## config.mk

```make
export PLATFORM = sky130hd
export DESIGN_NAME = round_robin_thread_scheduler
export DESIGN_NICKNAME = d
export VERILOG_FILES = /design/src/rtl/rrts_pkg.sv /design/src/rtl/rrts_datapath.sv /design/src/rtl/rrts_ctrl.sv /design/src/rtl/round_robin_thread_scheduler.sv
export SDC_FILE = /design/constraint.sdc
export NUM_CORES = 1
export LEC_CHECK = 0
export ABC_AREA = 1
export BUFFER_PORTS_ARGS = -buffer_cell sky130_fd_sc_hd__buf_2
export CAP_MARGIN = 20
export CORE_MARGIN = 2
export CORE_UTILIZATION = 51
export CTS_CLUSTER_DIAMETER = 150
export CTS_CLUSTER_SIZE = 8
export DETAILED_ROUTE_END_ITERATION = 12
export PLACE_DENSITY = 0.7
export SYNTH_ARGS = -nofsm -noshare
export SYNTH_HDL_FRONTEND = slang
export SYNTH_SLANG_ARGS = --single-unit
```

## constraint.sdc

```tcl
create_clock -name clk -period 8.23 [get_ports clk]
set_input_delay 1.2345 -clock clk [delete_from_list [all_inputs] [get_ports clk]]
set_output_delay 1.2345 -clock clk [all_outputs]
set_load 0.005 [all_outputs]
```

## src/rtl/rrts_pkg.sv

```systemverilog
`timescale 1ns / 1ps
`default_nettype none

package rrts_pkg;

    // Default table depth
    localparam int NUM_SLOTS_DEF = 128;

    // Field widths
    localparam int OP_W      = 3;
    localparam int SLOT_W    = 7;
    localparam int STATUS_W  = 3;
    localparam int LIVE_W    = 8;
    localparam int STATE_W   = 3;
    localparam int S_TDATA_W = 16;
    localparam int M_TDATA_W = 32;

    typedef logic [OP_W-1:0]     op_t;
    typedef logic [STATE_W-1:0]  slot_st_t;
    typedef logic [STATUS_W-1:0] status_t;

    // Operation codes
    localparam op_t OP_TICK   = 3'd0;
    localparam op_t OP_CREATE = 3'd1;
    localparam op_t OP_EXIT   = 3'd2;
    localparam op_t OP_JOIN   = 3'd3;
    localparam op_t OP_BLOCK  = 3'd4;
    localparam op_t OP_WAKE   = 3'd5;

    // Slot states
    localparam slot_st_t ST_EMPTY   = 3'd0;
    localparam slot_st_t ST_READY   = 3'd1;
    localparam slot_st_t ST_RUNNING = 3'd2;
    localparam slot_st_t ST_BLOCKED = 3'd3;
    localparam slot_st_t ST_EXITED  = 3'd4;

    // Result status codes
    localparam status_t STATUS_OK        = 3'd0;
    localparam status_t STATUS_NO_READY  = 3'd1;
    localparam status_t STATUS_FULL      = 3'd2;
    localparam status_t STATUS_NO_THREAD = 3'd3;
    localparam status_t STATUS_NOT_EXIT  = 3'd4;

    // Write address select
    typedef enum logic [1:0] {
        WR_CUR,
        WR_HIT,
        WR_TGT
    } wr_sel_t;

    // Controller to datapath commands
    typedef struct packed {
        logic     accept;
        logic     clear_wr;
        logic     scan_start;
        logic     scan_from_zero;
        slot_st_t scan_code;
        logic     rd_target;
        logic     wr_en;
        wr_sel_t  wr_sel;
        slot_st_t wr_data;
        logic     live_inc;
        logic     live_dec;
        logic     set_cur;
        logic     set_new;
        logic     load_out;
        status_t  out_status;
    } rrts_cmd_t;

    // Datapath to controller status
    typedef struct packed {
        logic     clear_last;
        logic     scan_hit;
        logic     scan_miss;
        logic     cur_running;
        logic     tgt_ok;
        slot_st_t rd_state;
        op_t      op;
    } rrts_sts_t;

endpackage

`default_nettype wire

```

## src/rtl/rrts_datapath.sv

```systemverilog
`timescale 1ns / 1ps
`default_nettype none

module rrts_datapath #(
    parameter int NUM_SLOTS = rrts_pkg::NUM_SLOTS_DEF
) (
    input  wire logic                          clk,
    input  wire logic                          rst_n,
    input  wire logic [rrts_pkg::OP_W-1:0]     operation,
    input  wire logic [rrts_pkg::SLOT_W-1:0]   slot,
    input  wire rrts_pkg::rrts_cmd_t           cmd,
    output rrts_pkg::rrts_sts_t                sts,
    output logic [rrts_pkg::STATUS_W-1:0]      status,
    output logic [rrts_pkg::SLOT_W-1:0]        running_slot,
    output logic [rrts_pkg::SLOT_W-1:0]        new_slot,
    output logic [rrts_pkg::LIVE_W-1:0]        live_threads
);

    localparam int IW = (NUM_SLOTS > 2) ? $clog2(NUM_SLOTS) : 1;
    localparam int CW = ((IW > rrts_pkg::SLOT_W) ? IW : rrts_pkg::SLOT_W) + 1;
    localparam int LW = $clog2(NUM_SLOTS + 1);
    localparam logic [IW-1:0] LAST_IDX  = IW'(NUM_SLOTS - 1);
    localparam logic [LW-1:0] LEFT_FULL = LW'(NUM_SLOTS);

    // Thread table
    rrts_pkg::slot_st_t mem [NUM_SLOTS];

    rrts_pkg::op_t           op_reg;
    logic [rrts_pkg::SLOT_W-1:0] slot_reg;
    logic [IW-1:0]           new_reg;

    logic [IW-1:0]           cur_reg, cur_next;
    rrts_pkg::slot_st_t      cur_st_reg, cur_st_next;
    logic [LW-1:0]           live_reg, live_next;

    // Scan engine
    logic [IW-1:0]           ptr_reg, ptr_next;
    logic [LW-1:0]           left_reg;
    logic                    issue_reg;
    logic                    scan_live_reg;
    rrts_pkg::slot_st_t      code_reg;
    logic                    rd_vld_reg;
    logic                    rd_last_reg;
    logic [IW-1:0]           rd_tag_reg;
    rrts_pkg::slot_st_t      rd_data_reg;

    logic [CW-1:0]           tgt_ext;
    logic [IW-1:0]           tgt_idx;
    logic                    tgt_ok;
    logic                    hit;
    logic                    miss;
    logic                    we;
    logic [IW-1:0]           waddr;
    rrts_pkg::slot_st_t      wdata;
    logic                    rd_en;
    logic [IW-1:0]           raddr;

    function automatic logic [IW-1:0] wrap_inc(input logic [IW-1:0] v);
        wrap_inc = (v == LAST_IDX) ? '0 : v + IW'(1);
    endfunction

    // Target decode
    assign tgt_ext = CW'(slot_reg);
    assign tgt_ok  = tgt_ext < CW'(NUM_SLOTS);
    assign tgt_idx = tgt_ext[IW-1:0];

    // Scan compare on the registered read beat
    assign hit  = scan_live_reg && rd_vld_reg && (rd_data_reg == code_reg);
    assign miss = scan_live_reg && rd_vld_reg && rd_last_reg && !hit;

    // Write port select
    always_comb
    begin
        case (cmd.wr_sel)
            rrts_pkg::WR_CUR: waddr = cur_reg;
            rrts_pkg::WR_HIT: waddr = rd_tag_reg;
            rrts_pkg::WR_TGT: waddr = tgt_idx;
            default:          waddr = cur_reg;
        endcase
        wdata = cmd.wr_data;
        if (cmd.clear_wr)
        begin
            waddr = ptr_reg;
            wdata = (ptr_reg == '0) ? rrts_pkg::ST_RUNNING : rrts_pkg::ST_EMPTY;
        end
        we = cmd.wr_en || cmd.clear_wr;
    end

    // Read port select
    assign rd_en = issue_reg || cmd.rd_target;
    assign raddr = issue_reg ? ptr_reg : tgt_idx;

    // Table memory
    always_ff @(posedge clk)
    begin
        if (we)
            mem[waddr] <= wdata;
        if (rd_en)
            rd_data_reg <= mem[raddr];
    end

    // Current slot, its mirrored state and the live count
    always_comb
    begin
        cur_next    = cur_reg;
        cur_st_next = cur_st_reg;
        if (cmd.set_cur)
        begin
            cur_next    = rd_tag_reg;
            cur_st_next = rrts_pkg::ST_RUNNING;
        end
        else if (we && (waddr == cur_reg))
            cur_st_next = wdata;

        live_next = live_reg;
        if (cmd.live_inc)
            live_next = live_reg + LW'(1);
        else if (cmd.live_dec && (live_reg != '0))
            live_next = live_reg - LW'(1);
    end

    always_ff @(posedge clk or negedge rst_n)
    begin
        if (!rst_n)
        begin
            cur_reg    <= '0;
            cur_st_reg <= rrts_pkg::ST_RUNNING;
            live_reg   <= LW'(1);
        end
        else
        begin
            cur_reg    <= cur_next;
            cur_st_reg <= cur_st_next;
            live_reg   <= live_next;
        end
    end

    // Scan pointer: clearing sweep, round-robin or lowest-first search
    always_comb
    begin
        ptr_next = ptr_reg;
        if (cmd.scan_start)
            ptr_next = cmd.scan_from_zero ? '0 : wrap_inc(cur_reg);
        else if (issue_reg || cmd.clear_wr)
            ptr_next = wrap_inc(ptr_reg);
    end

    always_ff @(posedge clk or negedge rst_n)
    begin
        if (!rst_n)
        begin
            ptr_reg       <= '0;
            left_reg      <= '0;
            issue_reg     <= 1'b0;
            scan_live_reg <= 1'b0;
            rd_vld_reg    <= 1'b0;
            rd_last_reg   <= 1'b0;
        end
        else
        begin
            ptr_reg     <= ptr_next;
            rd_vld_reg  <= issue_reg;
            rd_last_reg <= issue_reg && (left_reg == LW'(1));
            if (cmd.scan_start)
            begin
                left_reg      <= LEFT_FULL;
                issue_reg     <= 1'b1;
                scan_live_reg <= 1'b1;
            end
            else
            begin
                if (issue_reg)
                begin
                    left_reg <= left_reg - LW'(1);
                    if (left_reg == LW'(1))
                        issue_reg <= 1'b0;
                end
                if (hit)
                begin
                    issue_reg     <= 1'b0;
                    scan_live_reg <= 1'b0;
                end
                else if (miss)
                    scan_live_reg <= 1'b0;
            end
        end
    end

    // Payload registers
    always_ff @(posedge clk)
    begin
        rd_tag_reg <= ptr_reg;
        if (cmd.scan_start)
            code_reg <= cmd.scan_code;
        if (cmd.accept)
        begin
            op_reg   <= operation;
            slot_reg <= slot;
            new_reg  <= '0;
        end
        else if (cmd.set_new)
            new_reg <= rd_tag_reg;
        if (cmd.load_out)
        begin
            status       <= cmd.out_status;
            running_slot <= rrts_pkg::SLOT_W'(cur_reg);
            new_slot     <= rrts_pkg::SLOT_W'(new_reg);
            live_threads <= rrts_pkg::LIVE_W'(live_reg);
        end
    end

    // Status to controller
    always_comb
    begin
        sts.clear_last  = (ptr_reg == LAST_IDX);
        sts.scan_hit    = hit;
        sts.scan_miss   = miss;
        sts.cur_running = (cur_st_reg == rrts_pkg::ST_RUNNING);
        sts.tgt_ok      = tgt_ok;
        sts.rd_state    = rd_data_reg;
        sts.op          = op_reg;
    end

endmodule

`default_nettype wire

```

## src/rtl/rrts_ctrl.sv

```systemverilog
`timescale 1ns / 1ps
`default_nettype none

module rrts_ctrl (
    input  wire logic                 clk,
    input  wire logic                 rst_n,
    input  wire logic                 s_tvalid,
    output logic                      s_tready,
    output logic                      m_tvalid,
    input  wire logic                 m_tready,
    output rrts_pkg::rrts_cmd_t       cmd,
    input  wire rrts_pkg::rrts_sts_t  sts
);

    typedef enum logic [3:0] {
        CLEAR,
        IDLE,
        DISPATCH,
        FIND,
        DEMOTE,
        RSCAN,
        TGT_CHK,
        DONE
    } state_t;

    state_t            state_reg, state_next;
    rrts_pkg::status_t status_reg, status_next;
    logic              m_tvalid_reg, m_tvalid_next;
    logic              out_free;

    assign s_tready = (state_reg == IDLE);
    assign m_tvalid = m_tvalid_reg;
    assign out_free = !m_tvalid_reg || m_tready;

    // Sequencing and commands
    always_comb
    begin
        cmd           = '0;
        cmd.wr_sel    = rrts_pkg::WR_CUR;
        state_next    = state_reg;
        status_next   = status_reg;
        m_tvalid_next = m_tvalid_reg && !m_tready;

        case (state_reg)
            CLEAR:
            begin
                cmd.clear_wr = 1'b1;
                if (sts.clear_last)
                    state_next = IDLE;
            end

            IDLE:
            begin
                if (s_tvalid)
                begin
                    cmd.accept = 1'b1;
                    state_next = DISPATCH;
                end
            end

            DISPATCH:
            begin
                status_next = rrts_pkg::STATUS_OK;
                case (sts.op)
                    rrts_pkg::OP_TICK:
                        state_next = DEMOTE;
                    rrts_pkg::OP_CREATE:
                    begin
                        cmd.scan_start     = 1'b1;
                        cmd.scan_from_zero = 1'b1;
                        cmd.scan_code      = rrts_pkg::ST_EMPTY;
                        state_next         = FIND;
                    end
                    rrts_pkg::OP_EXIT, rrts_pkg::OP_BLOCK:
                    begin
                        if (!sts.cur_running)
                        begin
                            status_next = rrts_pkg::STATUS_NO_THREAD;
                            state_next  = DONE;
                        end
                        else
                        begin
                            cmd.wr_en    = 1'b1;
                            cmd.wr_sel   = rrts_pkg::WR_CUR;
                            cmd.wr_data  = (sts.op == rrts_pkg::OP_EXIT) ?
                                           rrts_pkg::ST_EXITED : rrts_pkg::ST_BLOCKED;
                            cmd.live_dec = (sts.op == rrts_pkg::OP_EXIT);
                            state_next   = DEMOTE;
                        end
                    end
                    rrts_pkg::OP_JOIN, rrts_pkg::OP_WAKE:
                    begin
                        if (!sts.tgt_ok)
                        begin
                            status_next = rrts_pkg::STATUS_NO_THREAD;
                            state_next  = DONE;
                        end
                        else
                        begin
                            cmd.rd_target = 1'b1;
                            state_next    = TGT_CHK;
                        end
                    end
                    default:
                        state_next = DONE;
                endcase
            end

            // Lowest empty slot for create
            FIND:
            begin
                if (sts.scan_hit)
                begin
                    cmd.wr_en    = 1'b1;
                    cmd.wr_sel   = rrts_pkg::WR_HIT;
                    cmd.wr_data  = rrts_pkg::ST_READY;
                    cmd.live_inc = 1'b1;
                    cmd.set_new  = 1'b1;
                    state_next   = DEMOTE;
                end
                else if (sts.scan_miss)
                begin
                    status_next = rrts_pkg::STATUS_FULL;
                    state_next  = DONE;
                end
            end

            // Running thread yields, then round-robin search starts
            DEMOTE:
            begin
                if (sts.cur_running)
                begin
                    cmd.wr_en   = 1'b1;
                    cmd.wr_sel  = rrts_pkg::WR_CUR;
                    cmd.wr_data = rrts_pkg::ST_READY;
                end
                cmd.scan_start = 1'b1;
                cmd.scan_code  = rrts_pkg::ST_READY;
                state_next     = RSCAN;
            end

            RSCAN:
            begin
                if (sts.scan_hit)
                begin
                    cmd.wr_en   = 1'b1;
                    cmd.wr_sel  = rrts_pkg::WR_HIT;
                    cmd.wr_data = rrts_pkg::ST_RUNNING;
                    cmd.set_cur = 1'b1;
                    status_next = rrts_pkg::STATUS_OK;
                    state_next  = DONE;
                end
                else if (sts.scan_miss)
                begin
                    status_next = rrts_pkg::STATUS_NO_READY;
                    state_next  = DONE;
                end
            end

            // Join or wake on the target slot
            TGT_CHK:
            begin
                cmd.wr_sel = rrts_pkg::WR_TGT;
                if (sts.op == rrts_pkg::OP_JOIN)
                begin
                    if (sts.rd_state == rrts_pkg::ST_EMPTY)
                        status_next = rrts_pkg::STATUS_NO_THREAD;
                    else if (sts.rd_state != rrts_pkg::ST_EXITED)
                        status_next = rrts_pkg::STATUS_NOT_EXIT;
                    else
                    begin
                        cmd.wr_en   = 1'b1;
                        cmd.wr_data = rrts_pkg::ST_EMPTY;
                    end
                end
                else
                begin
                    if (sts.rd_state != rrts_pkg::ST_BLOCKED)
                        status_next = rrts_pkg::STATUS_NO_THREAD;
                    else
                    begin
                        cmd.wr_en   = 1'b1;
                        cmd.wr_data = rrts_pkg::ST_READY;
                    end
                end
                state_next = DONE;
            end

            // Hand the result to the output register once it is free
            DONE:
            begin
                cmd.out_status = status_reg;
                if (out_free)
                begin
                    cmd.load_out  = 1'b1;
                    m_tvalid_next = 1'b1;
                    state_next    = IDLE;
                end
            end

            default:
                state_next = IDLE;
        endcase
    end

    always_ff @(posedge clk or negedge rst_n)
    begin
        if (!rst_n)
        begin
            state_reg    <= CLEAR;
            status_reg   <= rrts_pkg::STATUS_OK;
            m_tvalid_reg <= 1'b0;
        end
        else
        begin
            state_reg    <= state_next;
            status_reg   <= status_next;
            m_tvalid_reg <= m_tvalid_next;
        end
    end

endmodule

`default_nettype wire

```

## src/rtl/round_robin_thread_scheduler.sv

```systemverilog
// One item at a time: the next beat is taken in the cycle after the result is registered,
// and the time per item is set by the one-slot-per-cycle scan through the table's read port
// for tick, create and accepted exit and block, and by any wait of the result on m_tready.
// Reset (rst_n, asynchronous) is followed by a clearing pass over all NUM_SLOTS slots;
// s_tready stays low until it ends.
`timescale 1ns / 1ps
`default_nettype none

module round_robin_thread_scheduler #(
    parameter int NUM_SLOTS = rrts_pkg::NUM_SLOTS_DEF
) (
    input  wire logic                             clk,
    input  wire logic                             rst_n,
    input  wire logic                             s_tvalid,
    output logic                                  s_tready,
    // operation [2:0], slot [9:3], zero [15:10]
    input  wire logic [rrts_pkg::S_TDATA_W-1:0]   s_tdata,
    output logic                                  m_tvalid,
    input  wire logic                             m_tready,
    // status [2:0], running_slot [9:3], new_slot [16:10], live_threads [24:17], zero [31:25]
    output logic [rrts_pkg::M_TDATA_W-1:0]        m_tdata
);

    rrts_pkg::rrts_cmd_t               cmd;
    rrts_pkg::rrts_sts_t               sts;
    logic [rrts_pkg::STATUS_W-1:0]     status;
    logic [rrts_pkg::SLOT_W-1:0]       running_slot;
    logic [rrts_pkg::SLOT_W-1:0]       new_slot;
    logic [rrts_pkg::LIVE_W-1:0]       live_threads;

    // Sequencer
    rrts_ctrl u_ctrl (
        .clk      (clk),
        .rst_n    (rst_n),
        .s_tvalid (s_tvalid),
        .s_tready (s_tready),
        .m_tvalid (m_tvalid),
        .m_tready (m_tready),
        .cmd      (cmd),
        .sts      (sts)
    );

    // Thread table, scan engine and result register
    rrts_datapath #(
        .NUM_SLOTS (NUM_SLOTS)
    ) u_datapath (
        .clk          (clk),
        .rst_n        (rst_n),
        .operation    (s_tdata[2:0]),
        .slot         (s_tdata[9:3]),
        .cmd          (cmd),
        .sts          (sts),
        .status       (status),
        .running_slot (running_slot),
        .new_slot     (new_slot),
        .live_threads (live_threads)
    );

    // Result beat packing
    assign m_tdata = {7'd0, live_threads, new_slot, running_slot, status};

endmodule

`default_nettype wire

```

# After elaboration in Yosys (flattened, before gate mapping)
# Memories as Yosys holds them, arrays and structs flattened. A register that Yosys moved wholly into a read port is not among the register bits.
# Cells that the tools add are included.
# op_classes
mux	81
magnitude_cmp	1
add_sub_neg	5
eq_ne	30
n_reduce_logical	30
# ops
op	count
$mux 7	8
$mux 3	13
$mux 1	32
$mux 8	4
$pmux 4 s8	1
$pmux 6 s5	1
$mux 4	7
$mux 6	4
$eq 4x3->1 const B	4
$pmux 4 s4	1
$sub 8x1->8 const B	2
$add 7x1->7 const B	2
$eq 7x7->1 const B	2
$pmux 7 s2	1
$pmux 3 s2	2
$pmux 3 s4	1
$eq 3x2->1 const B	3
$add 8x1->8 const B	1
$eq 4x2->1 const B	2
$eq 8x1->1 const B	1
$logic_and 1x1->1	8
$lt 7x8->1 const B	1
$mux 2	4
$reduce_bool 2->1	4
other kinds (26)	38
# word_totals
word_cells	169
memories	1
regBits	97
output_inout_bits	34
ram_bits	384
# memory_table
memory	words	width	rd	rd_ports_with_merged_regs	wr	line_no	text
u_datapath.mem	128	3	1	1	1	rrts_datapath.sv:26	rrts_pkg::slot_st_t mem [NUM_SLOTS];

# Depth between registers and ports, before layout
# Gate-level depths: netlist of run 1.
# depth
depth_word	12
mapped_depth	22

# Hierarchy
# Synthesis of run 1 repeated with hierarchy kept, for this count alone.
# hier_totals
hier_cells	2396
hier_area_um2	22698.0
# by_module_without_submodules
module	area_each_um2	cells_each	seq_area_each_um2	n_inst
rrts_datapath	21759.6	2240	13970.9	1
rrts_ctrl	882.1	148	200.2	1
round_robin_thread_scheduler	56.3	8	0.0	1

# Worst setup path before layout of run 1
# Ideal clock, no wire load.
# synth_timing
path_type	register to register
from	register u_ctrl.state_reg[1]
to	memory u_datapath.mem[0][1] (netlist bit) (data pin)
synth_period_minus_slack_ns	7.666
setup_slack_ns	0.564
t_arrival_ns	6.422
stages_incl_launch_ff	7
path_cell_list	dfrtp_1 nor2_2 nand2_4 buf_4 nor2_1 inv_1 o311ai_1
# synth_between
elab_chain_len	3
# synth_lines
element	line_no	text
from (decl)	rrts_ctrl.sv:26	state_t state_reg, state_next;
from (signal assigned)	rrts_ctrl.sv:216	state_reg <= state_next;
$eq 4x3->1, or another cell as far along	rrts_ctrl.sv:44	case (state_reg)
$pmux 6 s5 / $mux 1 (equally long branches)	rrts_ctrl.sv:44	
$mux 3 *	rrts_datapath.sv:81	if (cmd.clear_wr)
via u_datapath.wdata[1]	rrts_datapath.sv:54	rrts_pkg::slot_st_t wdata;
to (decl)	rrts_datapath.sv:26	
# The timed path passes the listed nets; every way through them passes the cells marked *.

# Worst setup path after layout of run 1
# layout_timing
from	register u_datapath.rd_data_reg[0] (read register of u_datapath.mem)
to	memory u_datapath.mem[90][0] (netlist bit) (enable)
# layout_between
elab_chain_len	8
# layout_lines
element	line_no	text
from (decl)	rrts_datapath.sv:45	rrts_pkg::slot_st_t rd_data_reg;
$ne 3x3->1	rrts_ctrl.sv:168	else if (sts.rd_state != rrts_pkg::ST_EXITED)
$mux 1	rrts_ctrl.sv:168	
$mux 1	rrts_ctrl.sv:166	if (sts.rd_state == rrts_pkg::ST_EMPTY)
$mux 1	rrts_ctrl.sv:164	if (sts.op == rrts_pkg::OP_JOIN)
$pmux 6 s5 *	rrts_ctrl.sv:44	
branches (longest 3 deep; another with $pmux 7 s2)	n/a	
# Every way passes the cells marked *.

==> impl_metrics.tcl, run 1 <==
set metrics [dict create \
    wl_per_cell_um 17.8 \
    hold_buffers 0 \
    area_growth_pct 11.9 \
    final_area_mm2 0.0251 \
    rrSetupSlack_ps 3260 \
    finalCritPeriodShare_pct 60.4 \
    grtUsageTotal_pct 24.3 \
    fin_util_pct 58.0 \
    tns_ps 0 \
    min_to "u_datapath.rd_tag_reg[4]" \
    portBuffers 40 \
    tightest_slew_ps 1150 \
    power.leakage_nw 10.7 \
    cts-root-buf "clkbuf_16" \
    cp-start-kind "flip-flop" \
    hold_viol_final 0 \
    worstSkewPairLatency_ps 600 \
    synth.area.mux_share_pct 0 \
    overflow 0 \
    grt_max_degree 190 \
    synth-main-ff-cell "edfxtp_1" \
    layout-drive-gt1-share_pct 8.03 \
    clkTransAtPathRegs_ps 50 \
    ir_worst_vdd_v 0.000199 \
    synth-edff-count 423 \
    end_kind "flip-flop" \
    synth-xor-area-share_pct 0.508 \
    worstReg2RegEnd "u_datapath.mem[90][0]" \
    place.gp.congestion 0.921 \
    initial_core_util_pct 51.9 \
    htree_levels 3 \
    hp-class "flip-flop to flip-flop" \
    hpwl_mm 31.3 \
    finalPower_mw 7.51 \
    syn_area_mm2 0.0224 \
    regMostFlops "u_datapath.mem" \
    core_area_mm2 0.0433 \
    fp.dieArea_mm2 0.0457 \
    nNetsFinal 2415 \
    fp-row-count 76 \
    timing.rr.start "u_datapath.rd_data_reg[0]" \
    grt_pass1_wl_mm 84.0 \
    finalCriticalPeriod_ps 4970 \
    worst_hold_path.num_cells 0 \
    crit_required_ps 8490 \
    syn_inst 2347 \
    synthArstFlopShare_pct 9.34 \
    cts_buffers 70 \
    pin_count 54 \
    drc_errors 0 \
    final_common_cell "nand2_1" \
    post_cts_resized 0 \
    cts_tree "built" \
    worstHoldStart "u_datapath.ptr_reg[4]" \
    fmax_mhz 201 \
    yosys_register_bits 482 \
    crit_type "flip-flop to flip-flop" \
    rsz0062_at_grt "no" \
    ant_nets 0 \
    numClockSinks 482 \
    die_w_um 214 \
    vias 16000 \
    syn_avg_cell_area_um2 9.56 \
    synth_compound_area_share_pct 2.59 \
    cap_violations 0 \
    die_h_um 214 \
    drtPass1Iterations 6 \
    antenna_found_initial 0 \
    grt_pass1_vias 15800 \
    drt-initial-drc-count 1614 \
    clock_path_buffers 3 \
    holdWs_ps 393 \
    synth_top_family_by_area "simple AND/OR/NAND/NOR gates" \
    routed_wirelength_mm 53.2 \
    largest_reg_flops 384 \
    finalMaxSlewViolations 0 \
    synth-simple-area-share_pct 23.6 \
    post_cts_buffers 0 \
    status "finished, final reports clean" \
    viasPerCell 5.36 \
    cp.arrival_ps 5230 \
    post_dp_cell_area_mm2 0.0231 \
    antenna_cells 0 \
    yosys_warnings 0 \
    worstRegToRegCells 19 \
    yosysSeqAreaShare_pct 62.9 \
    setup_viol_count_final 0 \
    powerDensity_mw_per_mm2 299 \
    final_cell_mix "nand2_1 (517), nand3_1 (427), edfxtp_1 (423), inv_1 (421), nor2_1 (181)" \
    synthAdderAreaFrac_pct 0.814 \
    max_slew_margin_pct 23.0 \
    critPathMaxFanout 17 \
    synth_cell_type_count 50 \
    finalClockSkew_ps 15.1 \
]
==> metrics by stage <==
stage / setup slack (ps) / instances
after global routing: 2770 / 2989
after floorplan: 564 / 2354
after detailed placement: 3300 / 2893
after CTS: 3280 / 2988
after global placement: 3340 / 2893
final: 3260 / 2989
==> metal layers <==
metal  global-route usage [%]  part of all wire [%]  vias up  routed length, um
li1                         -                     -     7672                  -
met1                     31.8                    41     7609              22000
met2                     40.5                    49      611              25900
met3                     4.07                   6.5      131               3460
met4                     9.84                   3.4        0               1830
met5                        0                     0        -                  0
==> Yosys cell counts, types with 15 or more instances <==
library cell,count,area (um^2)
nor2_1,181,679
a21oi_1,28,140
buf_2,50,250
edfxtp_1,423,12700
nand3b_1,26,195
nand3_1,427,2140
o21ai_0,35,175
dfrtp_1,43,1080
buf_4,15,113
inv_1,421,1580
clkbuf_1,30,113
nand2_1,519,1950
==> cell families after synthesis <==
logic type / Yosys count
xor gates and xnor gates: 13
AOI/OAI and AO/OA: 98
other: 1
and+or+nand+nor: 1202
DFF: 482
adders and majority gates: 14
buffers and inverters: 537
==> worst max-delay path, stage by stage, from the launching register on <==
cell and delay, ps:
edfxtp_1 440, inv_2 80, nand2_1 70, nand2_1 70
nor3_1 60, nand2_1 510, clkinv_1 520, nor2_1 280
inv_1 70, ha_1 440, inv_1 200, nand3_1 120
nand3_1 80, o21ai_2 110, inv_1 80, nor2_1 100
inv_1 60, nor2_1 110, nand2_1 690, nor2_1 520
==> cell type report <==
type,instances,area [um^2]
clock inverters,8,163
multi-input cells,1335,6290
repair buffers,60,370
clock buffers,87,1820
well taps,585,732
flip-flops and latches,482,14100
fillers,3572,18200
inverters,432,1620
==> power breakdown <==
part           internal, mW  switching [mW]  leakage [nW]
Combinational         0.597            1.52          4.96
Clock                  1.55            1.03         0.948
Sequential             2.73          0.0828          4.82
Total                  4.88            2.63          10.7
==> worst max-delay path by stage <==
stage | from | slack (ps) | depth (start not counted) | end
2_1_floorplan | u_ctrl.state_reg[1] | 560 | 6 | u_datapath.mem[0][1]
3_3_place_gp | u_datapath.rd_data_reg[0] | 3340 | 19 | u_datapath.mem[106][0]
3_5_place_dp | u_datapath.rd_data_reg[0] | 3300 | 19 | u_datapath.mem[90][0]
4_1_cts | u_datapath.rd_data_reg[0] | 3280 | 19 | u_datapath.mem[90][0]
5_1_grt | u_datapath.rd_data_reg[0] | 2770 | 19 | u_datapath.mem[90][1]
6_report | u_datapath.rd_data_reg[0] | 3260 | 19 | u_datapath.mem[90][0]
Note: power is estimated with default switching activity, not from simulation.
==> run 2, diff against run 1 <==
--- a/config.mk
+++ b/config.mk
@@ -13,7 +13,7 @@
 export CTS_CLUSTER_DIAMETER = 150
 export CTS_CLUSTER_SIZE = 8
 export DETAILED_ROUTE_END_ITERATION = 12
-export PLACE_DENSITY = 0.7
+export PLACE_DENSITY = 0.67
 export SYNTH_ARGS = -nofsm -noshare
 export SYNTH_HDL_FRONTEND = slang
 export SYNTH_SLANG_ARGS = --single-unit
==> constraint.sdc (replaced) <==
create_clock -name clk -period 4.83 [get_ports clk]
set_input_delay 0.7245 -clock clk [delete_from_list [all_inputs] [get_ports clk]]
set_output_delay 0.7245 -clock clk [all_outputs]
set_load 0.005 [all_outputs]
==> impl_metrics.tcl, run 2 (synthesis gave the netlist of run 1 again) <==
set metrics [dict create \
    max_slew_margin_pct 29.0 \
    cts-root-buf "clkbuf_16" \
    tightest_slew_ps 1060 \
    drtPass1Iterations 7 \
    dp.cells 2900 \
    fmax_mhz 249 \
    finalCritPeriodShare_pct 83.3 \
    ant_nets 0 \
    rsz0062_at_grt "no" \
    power.leakage_nw 10.8 \
    overflow 0 \
    antenna_cells 0 \
    finalCriticalPeriod_ps 4020 \
    htree_levels 3 \
    fp-row-count 76 \
    cp.arrival_ps 4280 \
    pin_count 54 \
    ir_worst_vdd_v 0.000439 \
    hp-class "input pin to async pin" \
    cts_tree "built" \
    setup_ws_ps 806 \
    hold_viol_final 0 \
    cp-startpoint "u_datapath.rd_data_reg[0]" \
    stdcell_count 2998 \
    clock_path_buffers 3 \
    regMostFlops "u_datapath.mem" \
    final_cell_mix "nand2_1 (517), nand3_1 (427), edfxtp_1 (423), inv_1 (421), nor2_1 (181)" \
    critPathMaxFanout 17 \
    cap_violations 0 \
    final_common_cell "nand2_1" \
    clkTransAtPathRegs_ps 50 \
    drc_errors 0 \
    drt-initial-drc-count 1725 \
    post_cts_buffers 0 \
    die_w_um 214 \
    finalClockSkew_ps 28.4 \
    wl_met3_mm 3.92 \
    grt_max_degree 130 \
    drt-met1-wl_mm 22.5 \
    numClockSinks 482 \
    crit_required_ps 5080 \
    layout-drive-gt1-share_pct 8.29 \
    post_cts_resized 0 \
    fin_util_pct 58.3 \
    grt_pass1_vias 15600 \
    end_kind "flip-flop" \
    portBuffers 40 \
    grt_pass1_wl_mm 84.2 \
    vias 16100 \
    nNetsFinal 2422 \
    fillers 3677 \
    fp.dieArea_mm2 0.0457 \
    hold_buffers 0 \
    routed_wirelength_mm 54.2 \
    cp-start-kind "flip-flop" \
    area_growth_pct 12.4 \
    tns_ps 0 \
    wl_met2_mm 26.1 \
    place.gp.congestion 0.910 \
    initial_core_util_pct 51.9 \
    cts_buffers 70 \
    die_h_um 214 \
    grtUsageTotal_pct 24.5 \
    hpwl_mm 32.2 \
    powerDensity_mw_per_mm2 511 \
    place_ws_ps 914 \
    finalMaxSlewViolations 0 \
    wl_per_cell_um 18.1 \
    crit_type "flip-flop to flip-flop" \
    viasPerCell 5.39 \
    finalPower_mw 12.9 \
    antenna_found_initial 0 \
    core_area_mm2 0.0433 \
    largest_reg_flops 384 \
    setup_viol_count_final 0 \
    status "finished, final reports clean" \
    timing.rr.start "u_datapath.rd_data_reg[0]" \
    top_layer "met4" \
    worstSkewPairLatency_ps 610 \
]
## run 2: area by class of cell
type                            count  area, um^2  share of cell area (%)
Sequential cell                   482       14100                    55.9
Multi-Input combinational cell   1335        6300                    25.0
Clock buffer                       91        1870                    7.43
Inverter                          432        1620                    6.44
Tap cell                          585         732                    2.90
Timing Repair Buffer               67         485                    1.92
Clock inverter                      6         100                   0.397
## run 2: worst paths after layout
kind / slack, ps / end / cells after the start
worst max-delay path: 810 / u_datapath.mem[102][0] / 15
worst min-delay path: 220 / u_datapath.ptr_reg[0] / 2
worst max register to register: 810 / u_datapath.mem[102][0] / 15
worst min register to register: 390 / u_datapath.rd_tag_reg[4] / 0
max in group asynchronous: 4150 / u_datapath.left_reg[0] / 2
min in group clk: 290 / u_datapath.slot_reg[1] / 1
## run 2: power breakdown
part	switching, mW	total (mW)	internal [mW]
sequential	0.173	4.82	4.65
combinational	2.58	3.65	1.06
clock	1.74	4.43	2.69
total	4.49	12.9	8.41
## run 2: critical path: stages, from the launching register on
cell	delay, ps
edfxtp_1	430
inv_2	80
nor2_1	50
nor2_1	110
nand3_2	150
nor2_4	350
nor2_1	120
inv_1	70
ha_1	320
inv_1	230
nand3_1	110
nand3_1	110
o21ai_2	110
nor2_1	650
nand2_1	410
nor2_1	370
## run 2: through the flow
stage | cell area, um^2 | hold slack, ps
after floorplan | 22500 | 355
after global placement | 23200 | 375
after detailed placement | 23200 | 380
after CTS | 25200 | 221
after global routing | 25200 | 256
final | 25200 | 219
## run 2: metal layers
metal  GRT usage (%)  vias up
met5               0        -
met4            9.63        0
met3            4.94      125
met2            40.3      599
met1            32.2     7719
li1                -     7704
==> run 3, diff against run 2 <==
==> constraint.sdc (replaced) <==
create_clock -name clk -period 4.2 [get_ports clk]
set_input_delay 0.63 -clock clk [delete_from_list [all_inputs] [get_ports clk]]
set_output_delay 0.63 -clock clk [all_outputs]
set_load 0.005 [all_outputs]
==> impl_metrics.tcl, run 3 (synthesis gave the netlist of run 1 again) <==
set metrics [dict create \
    status "finished, final reports clean" \
    portBuffers 40 \
    grtUsageTotal_pct 24.0 \
    finalMaxSlewViolations 0 \
    vias 16100 \
    wl_per_cell_um 17.8 \
    final_cell_mix "nand2_1 (517), nand3_1 (427), edfxtp_1 (423), inv_1 (421), nor2_1 (181)" \
    cts_buffers 70 \
    hp-class "input pin to flip-flop" \
    post_cts_resized 0 \
    cp-start-kind "flip-flop" \
    finalCritPeriodShare_pct 86.2 \
    cap_violations 0 \
    critPathMaxFanout 8 \
    drtPass1Iterations 6 \
    crit_type "flip-flop to flip-flop" \
    numClockSinks 482 \
    tightest_slew_ps 978 \
    pin_count 54 \
    routed_wirelength_mm 53.4 \
    largest_reg_flops 384 \
    cts_tree "built" \
    layout-drive-gt1-share_pct 8.51 \
    nNetsFinal 2432 \
    power.leakage_nw 10.8 \
    fmax_mhz 276 \
    overflow 0 \
    core_area_mm2 0.0433 \
    grt_pass1_vias 15500 \
    ir_worst_vdd_v 0.000554 \
    cp.arrival_ps 3880 \
    crit_required_ps 4460 \
    grt_max_degree 130 \
    fp-row-count 76 \
    powerDensity_mw_per_mm2 583 \
    place.gp.congestion 0.894 \
    drt-initial-drc-count 1458 \
    hpwl_mm 31.9 \
    rsz0062_at_grt "no" \
    end_kind "flip-flop" \
    viasPerCell 5.35 \
    drc_errors 0 \
    fin_util_pct 58.3 \
    initial_core_util_pct 51.9 \
    antenna_cells 0 \
    htree_levels 3 \
    post_cts_buffers 0 \
    die_h_um 214 \
    worstSkewPairLatency_ps 610 \
    finalClockSkew_ps 35.3 \
    cts-root-buf "clkbuf_16" \
    finalCriticalPeriod_ps 3620 \
    grt_pass1_wl_mm 82.4 \
    hold_buffers 0 \
    area_growth_pct 12.5 \
    fp.dieArea_mm2 0.0457 \
    regMostFlops "u_datapath.mem" \
    setup_viol_count_final 0 \
    tns_ps 0 \
    die_w_um 214 \
    ant_nets 0 \
    final_common_cell "nand2_1" \
    clock_path_buffers 3 \
    max_slew_margin_pct 34.8 \
    hold_viol_final 0 \
    clkTransAtPathRegs_ps 50 \
    antenna_found_initial 1 \
]
run 3: cell types whose count changed in the layout (fill, tap and decap cells not counted):
cell           delta
clkinv_8          -1
dlygate4sd3_1     +1
nand2_4           +1
buf_4             +6
buf_12            +4
clkbuf_16         -2
nand2_8           -1
buf_16            -1
clkinv_16         -1
inv_6             +1
run 3: final cells by class:
type / instances / area [um^2]
Clock buffer: 89 / 1820
Clock inverter: 5 / 62.6
Fill cell: 3665 / 18000
Inverter: 432 / 1620
Multi-Input combinational cell: 1335 / 6290
Sequential cell: 482 / 14100
Tap cell: 585 / 732
Timing Repair Buffer: 77 / 593
run 3: worst paths after layout:
check | start | end | slack, ps | cells past startpoint
max in group asynchronous | rst_n | u_datapath.live_reg[0] | 3190 | 3
min in group asynchronous | rst_n | u_datapath.ptr_reg[3] | 430 | 2
hold reg to reg | u_datapath.ptr_reg[4] | u_datapath.rd_tag_reg[4] | 400 | 0
setup reg to reg | u_datapath.rd_data_reg[1] | u_datapath.mem[125][1] | 580 | 16
hold / removal | s_tdata[4] | u_datapath.slot_reg[1] | 200 | 1
setup / recovery | u_datapath.rd_data_reg[1] | u_datapath.mem[125][1] | 580 | 16
run 3: per-layer routing:
metal,up-vias,GRT usage (%),wire length [um]
met5,-,0,0
met4,0,8.93,1730
met3,138,4.48,3920
met2,593,40.2,25500
met1,7622,31.4,22300
li1,7725,-,-
run 3: power breakdown:
| group | switching [mW] | total (mW) | internal (mW) |
|---|---|---|---|
| Combinational | 2.97 | 4.21 | 1.24 |
| Clock | 1.94 | 4.95 | 3.00 |
| Sequential | 0.202 | 5.55 | 5.35 |
run 3: worst max-delay path, stage by stage (launching register included):
cell      delay [ps]
edfxtp_1         420
nor2_1           190
nand2_1           70
nor3_1           290
nand2_1          130
clkinv_1         110
nor2_1            60
inv_1             50
ha_1             350
nand2_1          100
nand3_1           70
nand3_1          110
o21ai_2          170
inv_1            120
nor2_1           330
nand2_1          350
nor2_1           330
run 3: through the flow:
step | hold slack, ps | total power [mW] | setup slack, ps | cell area (um^2) | instances
after global placement | 377 | 9.72 | 721 | 23300 | 2909
after CTS | 178 | 14.7 | 645 | 25200 | 3003
after global routing | 189 | 15.4 | 279 | 25200 | 3005
after floorplan | 334 | 8.53 | 580 | 22500 | 2354
final | 199 | 14.7 | 581 | 25200 | 3005
after detailed placement | 398 | 9.80 | 649 | 23300 | 2909
